## config.mk

```make
export PLATFORM = sky130hd
export DESIGN_NAME = transient_latency_monitor_unit
export DESIGN_NICKNAME = d
export VERILOG_FILES = /design/src/rtl/core/tlm_pkg.sv /design/src/rtl/core/tlm_ram.sv /design/src/rtl/core/transient_latency_monitor_unit.sv
export SDC_FILE = /design/constraint.sdc
export NUM_CORES = 2
export LEC_CHECK = 0
export BUFFER_PORTS_ARGS = -buffer_cell sky130_fd_sc_hd__buf_2
export CORE_AREA = 5 5 474 476
export CTS_CLUSTER_DIAMETER = 50
export DETAILED_ROUTE_END_ITERATION = 7
export DIE_AREA = 0 0 479 481
export GPL_TIMING_DRIVEN = 0
export PLACE_DENSITY = 0.8
export SLEW_MARGIN = 20
export SYNTH_ARGS = -nofsm -noshare
export SYNTH_HDL_FRONTEND = slang
export SYNTH_SLANG_ARGS = --single-unit
```

## constraint.sdc

```tcl
create_clock -name clk -period 38.6 [get_ports clk]
set_clock_uncertainty 0.1 [all_clocks]
set_input_delay 9.65 -clock clk [delete_from_list [all_inputs] [get_ports clk]]
set_output_delay 9.65 -clock clk [all_outputs]
set_load 0.02 [all_outputs]
```

## src/rtl/core/tlm_pkg.sv

```systemverilog
// Shared types and constants of the transient latency monitor.
`timescale 1ns / 1ps

package tlm_pkg;

	localparam int HISTORY_DEPTH_DEF = 64;
	localparam int P95_NUM = 95;
	localparam int P95_DEN = 100;
	localparam int P95_RECIP = 671089;
	localparam int P95_SHIFT = 26;

	localparam logic [15:0] ONSET_THR_RST = 16'd2048;
	localparam logic [15:0] LEVEL_THR_RST = 16'd2048;
	localparam logic [31:0] HOP_TIME_RST = 32'd8000;
	localparam logic [31:0] HOLDOFF_RST = 32'd200000;

	localparam logic [1:0] REG_ONSET_THR = 2'd0;
	localparam logic [1:0] REG_LEVEL_THR = 2'd1;
	localparam logic [1:0] REG_HOP_TIME = 2'd2;
	localparam logic [1:0] REG_HOLDOFF = 2'd3;

	localparam logic FUNC_FRAME = 1'b0;
	localparam logic FUNC_QUERY = 1'b1;

	typedef enum logic [3:0] {
		ST_IDLE,
		ST_F_CHECK,
		ST_F_DIFF,
		ST_F_COMMIT,
		ST_Q_P95_LD,
		ST_Q_CAND,
		ST_Q_LOAD,
		ST_Q_SCAN,
		ST_Q_EVAL,
		ST_Q_MEAN_LD,
		ST_Q_MEAN_DIV,
		ST_DONE
	} tlm_state_t;

endpackage

```

## src/rtl/core/tlm_ram.sv

```systemverilog
// Generic single write port, single registered read port RAM.
`timescale 1ns / 1ps

module tlm_ram #(
	parameter int WIDTH = 32,
	parameter int DEPTH = 64,
	localparam int AW = $clog2(DEPTH)
) (
	input  logic             clk,
	input  logic             we,
	input  logic [AW-1:0]    waddr,
	input  logic [WIDTH-1:0] wdata,
	input  logic [AW-1:0]    raddr,
	output logic [WIDTH-1:0] rdata
);

	logic [WIDTH-1:0] mem [DEPTH];

	always_ff @(posedge clk) begin
		if (we) begin
			mem[waddr] <= wdata;
		end
		rdata <= mem[raddr];
	end

endmodule

```

## src/rtl/core/transient_latency_monitor_unit.sv

```systemverilog
// Transient latency monitor: detects level crossings and reports latency statistics.
//
// Requests arrive on the s_ stream channel; s_tuser selects an audio frame (0) or a
// statistics query (1). Each request produces exactly one response on the m_ stream
// channel. A frame passes through the check, difference and commit states before its
// response register is loaded in the done state. A query at the default depth of 64
// is paced by the rank count, which reads every stored sample once per candidate
// through the single read port of the history RAM, and by the bit-serial divider used
// for the mean, which takes one step per sum bit. The p95 rank comes from a multiply
// by a constant reciprocal. An empty query goes straight from idle to the done state.
// s_tready is high only while the sequencer is idle. The response waits in an output
// register while m_tready is low; the sequencer holds its finished response until that
// register is free, so a stalled receiver eventually stalls the request side.
// After reset the thresholds and times take their default values, the history is empty,
// and the counters and cooldown are zero. Registers are written through the APB port
// while no request is in progress; the user must ensure this, the block does not.
`timescale 1ns / 1ps

module transient_latency_monitor_unit #(
	parameter int HISTORY_DEPTH = tlm_pkg::HISTORY_DEPTH_DEF
) (
	input  logic         clk,
	input  logic         arst_n,
	input  logic         s_tvalid,
	output logic         s_tready,
	// onset level, peak level, capture stamp, publish stamp, clear flag, zero pad
	input  logic [167:0] s_tdata,
	// func
	input  logic         s_tuser,
	output logic         m_tvalid,
	input  logic         m_tready,
	// detected, latency, transients, samples, median_latency, p95_latency,
	// max_latency, mean_latency
	output logic [199:0] m_tdata,
	input  logic         psel,
	input  logic         penable,
	input  logic         pwrite,
	input  logic [3:0]   paddr,
	input  logic [31:0]  pwdata,
	output logic [31:0]  prdata,
	output logic         pready
);

	localparam int IDX_W = $clog2(HISTORY_DEPTH);
	localparam int CNT_W = $clog2(HISTORY_DEPTH + 1);
	localparam int SUM_W = 32 + CNT_W;
	localparam int DV_W = (CNT_W > 7) ? CNT_W : 7;
	localparam int DC_W = $clog2(SUM_W + 1);

	tlm_pkg::tlm_state_t state_q, state_d;

	logic [15:0] onset_thr_q, level_thr_q;
	logic [31:0] hop_q, holdoff_q;

	logic        func_q, clr_q;
	logic [15:0] onset_q, peak_q;
	logic [63:0] cap_q, pub_q;

	logic [15:0] last_onset_q, last_peak_q;
	logic [63:0] holdoff_end_q;
	logic [IDX_W-1:0] slot_q;
	logic [CNT_W-1:0] filled_q;
	logic [31:0] total_q;

	logic        win_q, cross_q, rec_q;
	logic [63:0] hs_q;
	logic [31:0] lat_q;

	logic [CNT_W-1:0] i_q, j_q, less_q, eq_q;
	logic [31:0] cand_q, med_q, p95_q, max_q;
	logic [SUM_W-1:0] sum_q, div_q;
	logic [DV_W:0]   rem_q;
	logic [DV_W-1:0] divisor_q;
	logic [DC_W-1:0] dcnt_q;

	logic             ram_we;
	logic [IDX_W-1:0] ram_raddr;
	logic [31:0]      ram_rdata;

	logic             cfg_wr, in_acc, out_free, has_data;
	logic [CNT_W-1:0] n_last, med_rank, p95_rank;
	logic [CNT_W:0]   rank_hi;
	logic [CNT_W+6:0] p95_num;
	logic [CNT_W+26:0] p95_prod;
	logic [DV_W:0]    trial;
	logic             trial_ok;
	logic [64:0]      diff;

	assign pready = 1'b1;
	assign cfg_wr = psel && penable && pwrite && pready;
	assign in_acc = s_tvalid && s_tready;
	assign out_free = !m_tvalid || m_tready;
	assign has_data = (filled_q != '0);

	assign n_last = filled_q - CNT_W'(1);
	assign med_rank = filled_q >> 1;
	assign p95_rank = div_q[CNT_W-1:0];
	assign rank_hi = {1'b0, less_q} + {1'b0, eq_q};
	assign p95_num = (CNT_W + 7)'(filled_q) * 7'(tlm_pkg::P95_NUM);
	assign p95_prod = (CNT_W + 27)'(p95_num) * (CNT_W + 27)'(tlm_pkg::P95_RECIP);
	assign trial = {rem_q[DV_W-1:0], div_q[SUM_W-1]};
	assign trial_ok = (trial >= {1'b0, divisor_q});
	assign diff = {1'b0, pub_q} - {1'b0, hs_q};

	function automatic logic rank_hit(input logic [CNT_W-1:0] r, input logic [CNT_W-1:0] lo,
					  input logic [CNT_W:0] hi);
		rank_hit = ({1'b0, lo} <= {1'b0, r}) && ({1'b0, r} < hi);
	endfunction

	always_comb begin
		unique case (paddr[3:2])
			tlm_pkg::REG_ONSET_THR: prdata = {16'd0, onset_thr_q};
			tlm_pkg::REG_LEVEL_THR: prdata = {16'd0, level_thr_q};
			tlm_pkg::REG_HOP_TIME:  prdata = hop_q;
			tlm_pkg::REG_HOLDOFF:   prdata = holdoff_q;
			default:                prdata = '0;
		endcase
	end

	always_ff @(posedge clk or negedge arst_n) begin
		if (!arst_n) begin
			onset_thr_q <= tlm_pkg::ONSET_THR_RST;
			level_thr_q <= tlm_pkg::LEVEL_THR_RST;
			hop_q <= tlm_pkg::HOP_TIME_RST;
			holdoff_q <= tlm_pkg::HOLDOFF_RST;
		end else if (cfg_wr) begin
			unique case (paddr[3:2])
				tlm_pkg::REG_ONSET_THR: onset_thr_q <= pwdata[15:0];
				tlm_pkg::REG_LEVEL_THR: level_thr_q <= pwdata[15:0];
				tlm_pkg::REG_HOP_TIME:  hop_q <= pwdata;
				tlm_pkg::REG_HOLDOFF:   holdoff_q <= pwdata;
				default: ;
			endcase
		end
	end

	always_comb begin
		state_d = state_q;
		unique case (state_q)
			tlm_pkg::ST_IDLE: begin
				if (in_acc) begin
					if (s_tuser == tlm_pkg::FUNC_FRAME) begin
						state_d = tlm_pkg::ST_F_CHECK;
					end else if (has_data) begin
						state_d = tlm_pkg::ST_Q_P95_LD;
					end else begin
						state_d = tlm_pkg::ST_DONE;
					end
				end
			end
			tlm_pkg::ST_F_CHECK:   state_d = tlm_pkg::ST_F_DIFF;
			tlm_pkg::ST_F_DIFF:    state_d = tlm_pkg::ST_F_COMMIT;
			tlm_pkg::ST_F_COMMIT:  state_d = tlm_pkg::ST_DONE;
			tlm_pkg::ST_Q_P95_LD:  state_d = tlm_pkg::ST_Q_CAND;
			tlm_pkg::ST_Q_CAND:    state_d = tlm_pkg::ST_Q_LOAD;
			tlm_pkg::ST_Q_LOAD:    state_d = tlm_pkg::ST_Q_SCAN;
			tlm_pkg::ST_Q_SCAN: begin
				if (j_q == n_last) begin
					state_d = tlm_pkg::ST_Q_EVAL;
				end
			end
			tlm_pkg::ST_Q_EVAL: begin
				if (i_q == n_last) begin
					state_d = tlm_pkg::ST_Q_MEAN_LD;
				end else begin
					state_d = tlm_pkg::ST_Q_CAND;
				end
			end
			tlm_pkg::ST_Q_MEAN_LD: state_d = tlm_pkg::ST_Q_MEAN_DIV;
			tlm_pkg::ST_Q_MEAN_DIV: begin
				if (dcnt_q == DC_W'(SUM_W - 1)) begin
					state_d = tlm_pkg::ST_DONE;
				end
			end
			tlm_pkg::ST_DONE: begin
				if (out_free) begin
					state_d = tlm_pkg::ST_IDLE;
				end
			end
			default: state_d = tlm_pkg::ST_IDLE;
		endcase
	end

	always_comb begin
		s_tready = (state_q == tlm_pkg::ST_IDLE);
		ram_we = (state_q == tlm_pkg::ST_F_COMMIT) && win_q && cross_q && rec_q;
		unique case (state_q)
			tlm_pkg::ST_Q_CAND: ram_raddr = i_q[IDX_W-1:0];
			tlm_pkg::ST_Q_SCAN: ram_raddr = IDX_W'(j_q + CNT_W'(1));
			default:            ram_raddr = '0;
		endcase
	end

	tlm_ram #(
		.WIDTH(32),
		.DEPTH(HISTORY_DEPTH)
	) u_hist (
		.clk(clk),
		.we(ram_we),
		.waddr(slot_q),
		.wdata(lat_q),
		.raddr(ram_raddr),
		.rdata(ram_rdata)
	);

	always_ff @(posedge clk or negedge arst_n) begin
		if (!arst_n) begin
			state_q <= tlm_pkg::ST_IDLE;
			last_onset_q <= '0;
			last_peak_q <= '0;
			holdoff_end_q <= '0;
			slot_q <= '0;
			filled_q <= '0;
			total_q <= '0;
			m_tvalid <= 1'b0;
		end else begin
			state_q <= state_d;
			if (state_q == tlm_pkg::ST_F_COMMIT) begin
				last_onset_q <= onset_q;
				last_peak_q <= peak_q;
				if (win_q && cross_q) begin
					holdoff_end_q <= pub_q + {32'd0, holdoff_q};
					if (rec_q) begin
						slot_q <= (slot_q == IDX_W'(HISTORY_DEPTH - 1)) ? '0
							: slot_q + IDX_W'(1);
						if (filled_q != CNT_W'(HISTORY_DEPTH)) begin
							filled_q <= filled_q + CNT_W'(1);
						end
						total_q <= total_q + 32'd1;
					end
				end
			end
			if (state_q == tlm_pkg::ST_DONE && out_free) begin
				m_tvalid <= 1'b1;
				if (func_q == tlm_pkg::FUNC_QUERY && has_data && clr_q) begin
					total_q <= '0;
				end
			end else if (m_tready) begin
				m_tvalid <= 1'b0;
			end
		end
	end

	always_ff @(posedge clk) begin
		if (in_acc) begin
			func_q <= s_tuser;
			onset_q <= s_tdata[15:0];
			peak_q <= s_tdata[31:16];
			cap_q <= s_tdata[95:32];
			pub_q <= s_tdata[159:96];
			clr_q <= s_tdata[160];
			sum_q <= '0;
			i_q <= '0;
		end
		unique case (state_q)
			tlm_pkg::ST_F_CHECK: begin
				win_q <= (pub_q >= holdoff_end_q);
				cross_q <= ((onset_q >= onset_thr_q) && (last_onset_q < onset_thr_q))
					|| ((peak_q >= level_thr_q) && (last_peak_q < level_thr_q));
				hs_q <= cap_q - {32'd0, hop_q};
			end
			tlm_pkg::ST_F_DIFF: begin
				rec_q <= !diff[64] && (diff[63:0] != '0);
				lat_q <= (diff[63:32] != '0) ? '1 : diff[31:0];
			end
			tlm_pkg::ST_Q_P95_LD: begin
				div_q <= SUM_W'(p95_prod >> tlm_pkg::P95_SHIFT);
			end
			tlm_pkg::ST_Q_MEAN_LD: begin
				div_q <= sum_q;
				divisor_q <= DV_W'(filled_q);
				rem_q <= '0;
				dcnt_q <= '0;
			end
			tlm_pkg::ST_Q_MEAN_DIV: begin
				rem_q <= trial_ok ? (trial - {1'b0, divisor_q}) : trial;
				div_q <= {div_q[SUM_W-2:0], trial_ok};
				dcnt_q <= dcnt_q + DC_W'(1);
			end
			tlm_pkg::ST_Q_LOAD: begin
				cand_q <= ram_rdata;
				sum_q <= sum_q + SUM_W'(ram_rdata);
				j_q <= '0;
				less_q <= '0;
				eq_q <= '0;
			end
			tlm_pkg::ST_Q_SCAN: begin
				if (ram_rdata < cand_q) begin
					less_q <= less_q + CNT_W'(1);
				end
				if (ram_rdata == cand_q) begin
					eq_q <= eq_q + CNT_W'(1);
				end
				j_q <= j_q + CNT_W'(1);
			end
			tlm_pkg::ST_Q_EVAL: begin
				if (rank_hit(med_rank, less_q, rank_hi)) begin
					med_q <= cand_q;
				end
				if (rank_hit(p95_rank, less_q, rank_hi)) begin
					p95_q <= cand_q;
				end
				if (rank_hit(n_last, less_q, rank_hi)) begin
					max_q <= cand_q;
				end
				i_q <= i_q + CNT_W'(1);
			end
			default: ;
		endcase
		if (state_q == tlm_pkg::ST_DONE && out_free) begin
			if (func_q == tlm_pkg::FUNC_FRAME) begin
				m_tdata <= {128'd0, 7'(filled_q), total_q,
					(win_q && cross_q && rec_q) ? lat_q : 32'd0,
					win_q && cross_q && rec_q};
			end else if (has_data) begin
				m_tdata <= {div_q[31:0], max_q, p95_q, med_q, 7'(filled_q), total_q,
					33'd0};
			end else begin
				m_tdata <= {128'd0, 7'(filled_q), total_q, 33'd0};
			end
		end
	end

`ifndef SYNTHESIS
	a_filled_bound: assert property (@(posedge clk) disable iff (!arst_n)
		filled_q <= CNT_W'(HISTORY_DEPTH))
		else $error("history fill count beyond depth");

	a_slot_tracks_fill: assert property (@(posedge clk) disable iff (!arst_n)
		(filled_q != CNT_W'(HISTORY_DEPTH)) |-> (CNT_W'(slot_q) == filled_q))
		else $error("write slot out of step with fill count before wrap");

	a_write_grows: assert property (@(posedge clk) disable iff (!arst_n)
		ram_we |=> (total_q == $past(total_q) + 32'd1))
		else $error("history write without transient count step");
`endif

endmodule

```

==> impl_metrics.json <==
{
  "critPathLaunchType": "input port",
  "cp-end-kind": "output pin",
  "setup_viol": 0,
  "crit_fanout": 10,
  "synth_area_leaders": "edfxtp_1 (60%), nand2_1 (6.5%), ha_1 (5.0%)",
  "path_buf_inv": 4,
  "synth_ff_type": "edfxtp_1",
  "cts_resized": 0,
  "p_leak_nw": 60.8,
  "gp_congestion": 1.09,
  "path_cells": "clkbuf_1 -> clkbuf_1 -> clkbuf_1 -> mux4_2 -> buf_2",
  "synthCells": 11100,
  "cts.sinks": 3037,
  "grt_pass1_vias": 96800,
  "ys_seq_area_share_pct": 65.2,
  "min_path_type": "register to register",
  "grt-ovfl-total": 0,
  "cts_hold_buf": 0,
  "row_count": 173,
  "crit_cells": 5,
  "wl_per_cell_um": 27.5,
  "synth_top_area_share_pct": 60.3,
  "die_area_um2": 230000,
  "first_iter_violations": 14800,
  "synth_most_common_cell": "edfxtp_1",
  "whs_path_depth": 0,
  "async_flop_share_pct": 7.97,
  "yosysTopAreaCell": "edfxtp_1",
  "drive_gt1_share_pct": 11.7,
  "synth_nets": 12000,
  "finalHoldViolCount": 0,
  "critPathKind": "input port to output pin",
  "powerDensity_nw_per_um2": 43.8,
  "ys_types": 90,
  "worstRegToRegCells": 42,
  "synthToLayoutAreaGrowth_pct": 15.5,
  "insertion_delay_ns": 0.99,
  "fin_setup_tns_ns": 0,
  "viasPerCell": 6.46,
  "maxSlewHeadroom_pct": 14.1,
  "fp.dieH_um": 481,
  "h-tree-depth": 5,
  "tritoncts": "built",
  "cts_made_buffers": 336,
  "worst_slack_ns": 16.75,
  "coreArea_um2": 221000,
  "netlist_top_cells_count": "edfxtp_1 (2763), nand2_1 (2368), nand3_1 (627)",
  "critPathTopFamily": "buffers and inverters",
  "placed_cell_area_um2": 148000,
  "clock_path_buffers": 4,
  "cts_root_buffer": "clkbuf_16",
  "finalInstanceArea_um2": 159000,
  "grt_antenna_before_repair": 42,
  "initial_core_util_pct": 62.3,
  "postRouteAntennaNets": 0,
  "critPathMaxStageDelay_ns": 0.77,
  "ir_drop_mv": 0.0465,
  "first_pass_iters": 8,
  "cts.clk_slew.worst_paths_ns": 0.06,
  "synth.avg_cell_area_um2": 12.4,
  "rsz0062_at_grt": "false",
  "drv_slew": 0,
  "vias": 98700,
  "max_freq_mhz": 45.8,
  "status": "finished, violations left",
  "ys_seq_elements": 3037,
  "grt_first_pass_wirelength_mm": 612,
  "hpwl_mm": 309,
  "worstPathArrival_ns": 12.10,
  "finalNetCount": 13000,
  "portBuffers": 434,
  "postCtsSetupRepairBufs": 0,
  "place_ws_ns": 16.79,
  "crit_top_cell": "clkbuf_1",
  "nFillCells": 13900,
  "violations": "DRC",
  "period_share_pct": 56.6,
  "ys_warn_count": 0,
  "chipWidth_um": 479,
  "synth-edff-count": 2763,
  "max_slew.worst_pin.slew_ns": 1.28,
  "grt_max_degree": 89,
  "crit_path_top_delay_cell": "clkbuf_1",
  "routed_wl_mm": 420,
  "period_needed_ns": 21.85,
  "drc_errors": 3,
  "crit_required_ns": 28.85,
  "groute.usage.overall_pct": 35.8,
  "pin_count": 447,
  "cap_violations": 0,
  "synth_area_um2": 137000
}
==> report_power, final <==
| group | total [mW] | leakage, nW | internal (mW) | switching [mW] |
|---|---|---|---|---|
| sequential | 3.59 | 33.5 | 3.57 | 0.0241 |
| clock | 3.11 | 5.20 | 1.80 | 1.31 |
| combinational | 0.243 | 22.0 | 0.102 | 0.141 |
| total | 6.95 | 60.8 | 5.47 | 1.48 |
==> path summary, 6_finish.rpt <==
kind                        startpoint               end  slack (ns)
min in group asynchronous       arst_n  last_onset_q[15]        8.63
max in group asynchronous       arst_n          m_tvalid       28.74
max reg2reg                filled_q[0]          div_q[6]       26.11
min reg2reg                total_q[31]       m_tdata[64]        0.38
max                           paddr[2]         prdata[2]       16.75
min                        total_q[31]       m_tdata[64]        0.38
==> registers in the layout (all words and copies together) (netlist names), 39 cells and up <==
signal,cells
cap_q,64
div_q,39
holdoff_end_q,64
hs_q,64
m_tdata,200
pub_q,64
sum_q,39
u_hist.mem,2048
==> cell type report <==
class | count | area (um^2) | share of cell area [%]
buffer | 589 | 2310 | 1.45
multi-input combinational | 7004 | 44300 | 27.9
tap | 2887 | 3610 | 2.28
inverter | 486 | 1830 | 1.15
clock buffer | 407 | 8900 | 5.61
antenna | 26 | 65.1 | 0.0410
sequential | 3037 | 89700 | 56.5
timing repair buffer | 662 | 6340 | 3.99
clock inverter | 190 | 1700 | 1.07
==> cell usage in the layout, fill, tap and decap left out, types with 43 or more instances in the layout <==
cell type and n:
buf_2 452, o21a_1 43, dfrtp_1 228, nand2b_1 66, a211oi_1 135, buf_1 64, buf_8 103, nor2_1 277
a21o_1 123, nor2_4 64, ha_1 549, a31oi_1 153, mux2_2 83, edfxtp_1 2763, a21oi_1 351, fa_1 106
nand4_1 88, a311oi_1 386, and2_1 183, clkinv_2 58, nor3_1 70, o21ai_0 271, nor2b_1 68, clkbuf_16 344
xor2_1 134, clkbuf_1 531, buf_16 68, and3_1 296, inv_1 484, xnor2_1 139, nand2_1 2364, clkinv_1 51
nand3_1 622
==> metrics by stage <==
step / total power [mW] / hold slack, ns / utilization (%) / instances
finish: 6.95 / 0.377 / 72.0 / 15300
global route: 7.12 / 0.378 / 71.9 / 15300
CTS: 6.95 / 0.376 / 71.9 / 15300
detailed placement: 3.90 / 0.358 / 67.1 / 14700
global placement: 3.89 / 0.359 / 65.0 / 14400
floorplan: 3.81 / 0.334 / - / 11100
==> logic make-up (layout without fill, tap and decap cells) <==
logic type      Yosys count  in the layout  synth area share, %
xor+xnor                274            274                 1.75
flops                  3037           3037                 65.2
mux                     121            121                 1.10
simple gates           4242           4242                 13.8
fa+ha+maj               655            655                 6.54
other cells               1             27              0.00273
compound gates         1711           1711                 8.56
buf+inv                1075           2334                 2.98
==> layer usage <==
layer,global-route usage (%),vias to the layer above,wire (um)
li1,-,42700,-
met2,54.7,6698,188000
met1,46.7,48000,150000
met5,0,-,172
met4,21.9,20,30600
met3,8.83,1339,50900
==> worst register-to-register path, delay by kind of cell, from the launching register on <==
| family | cells | cell delay, ns |
|---|---|---|
| flops | 1 | 1.00 |
| simple gates | 7 | 1.08 |
| xor+xnor | 2 | 1.29 |
| compound gates | 12 | 2.12 |
| buf+inv | 9 | 1.51 |
| fa+ha+maj | 12 | 5.13 |
Note: power is estimated with default switching activity, not from simulation.
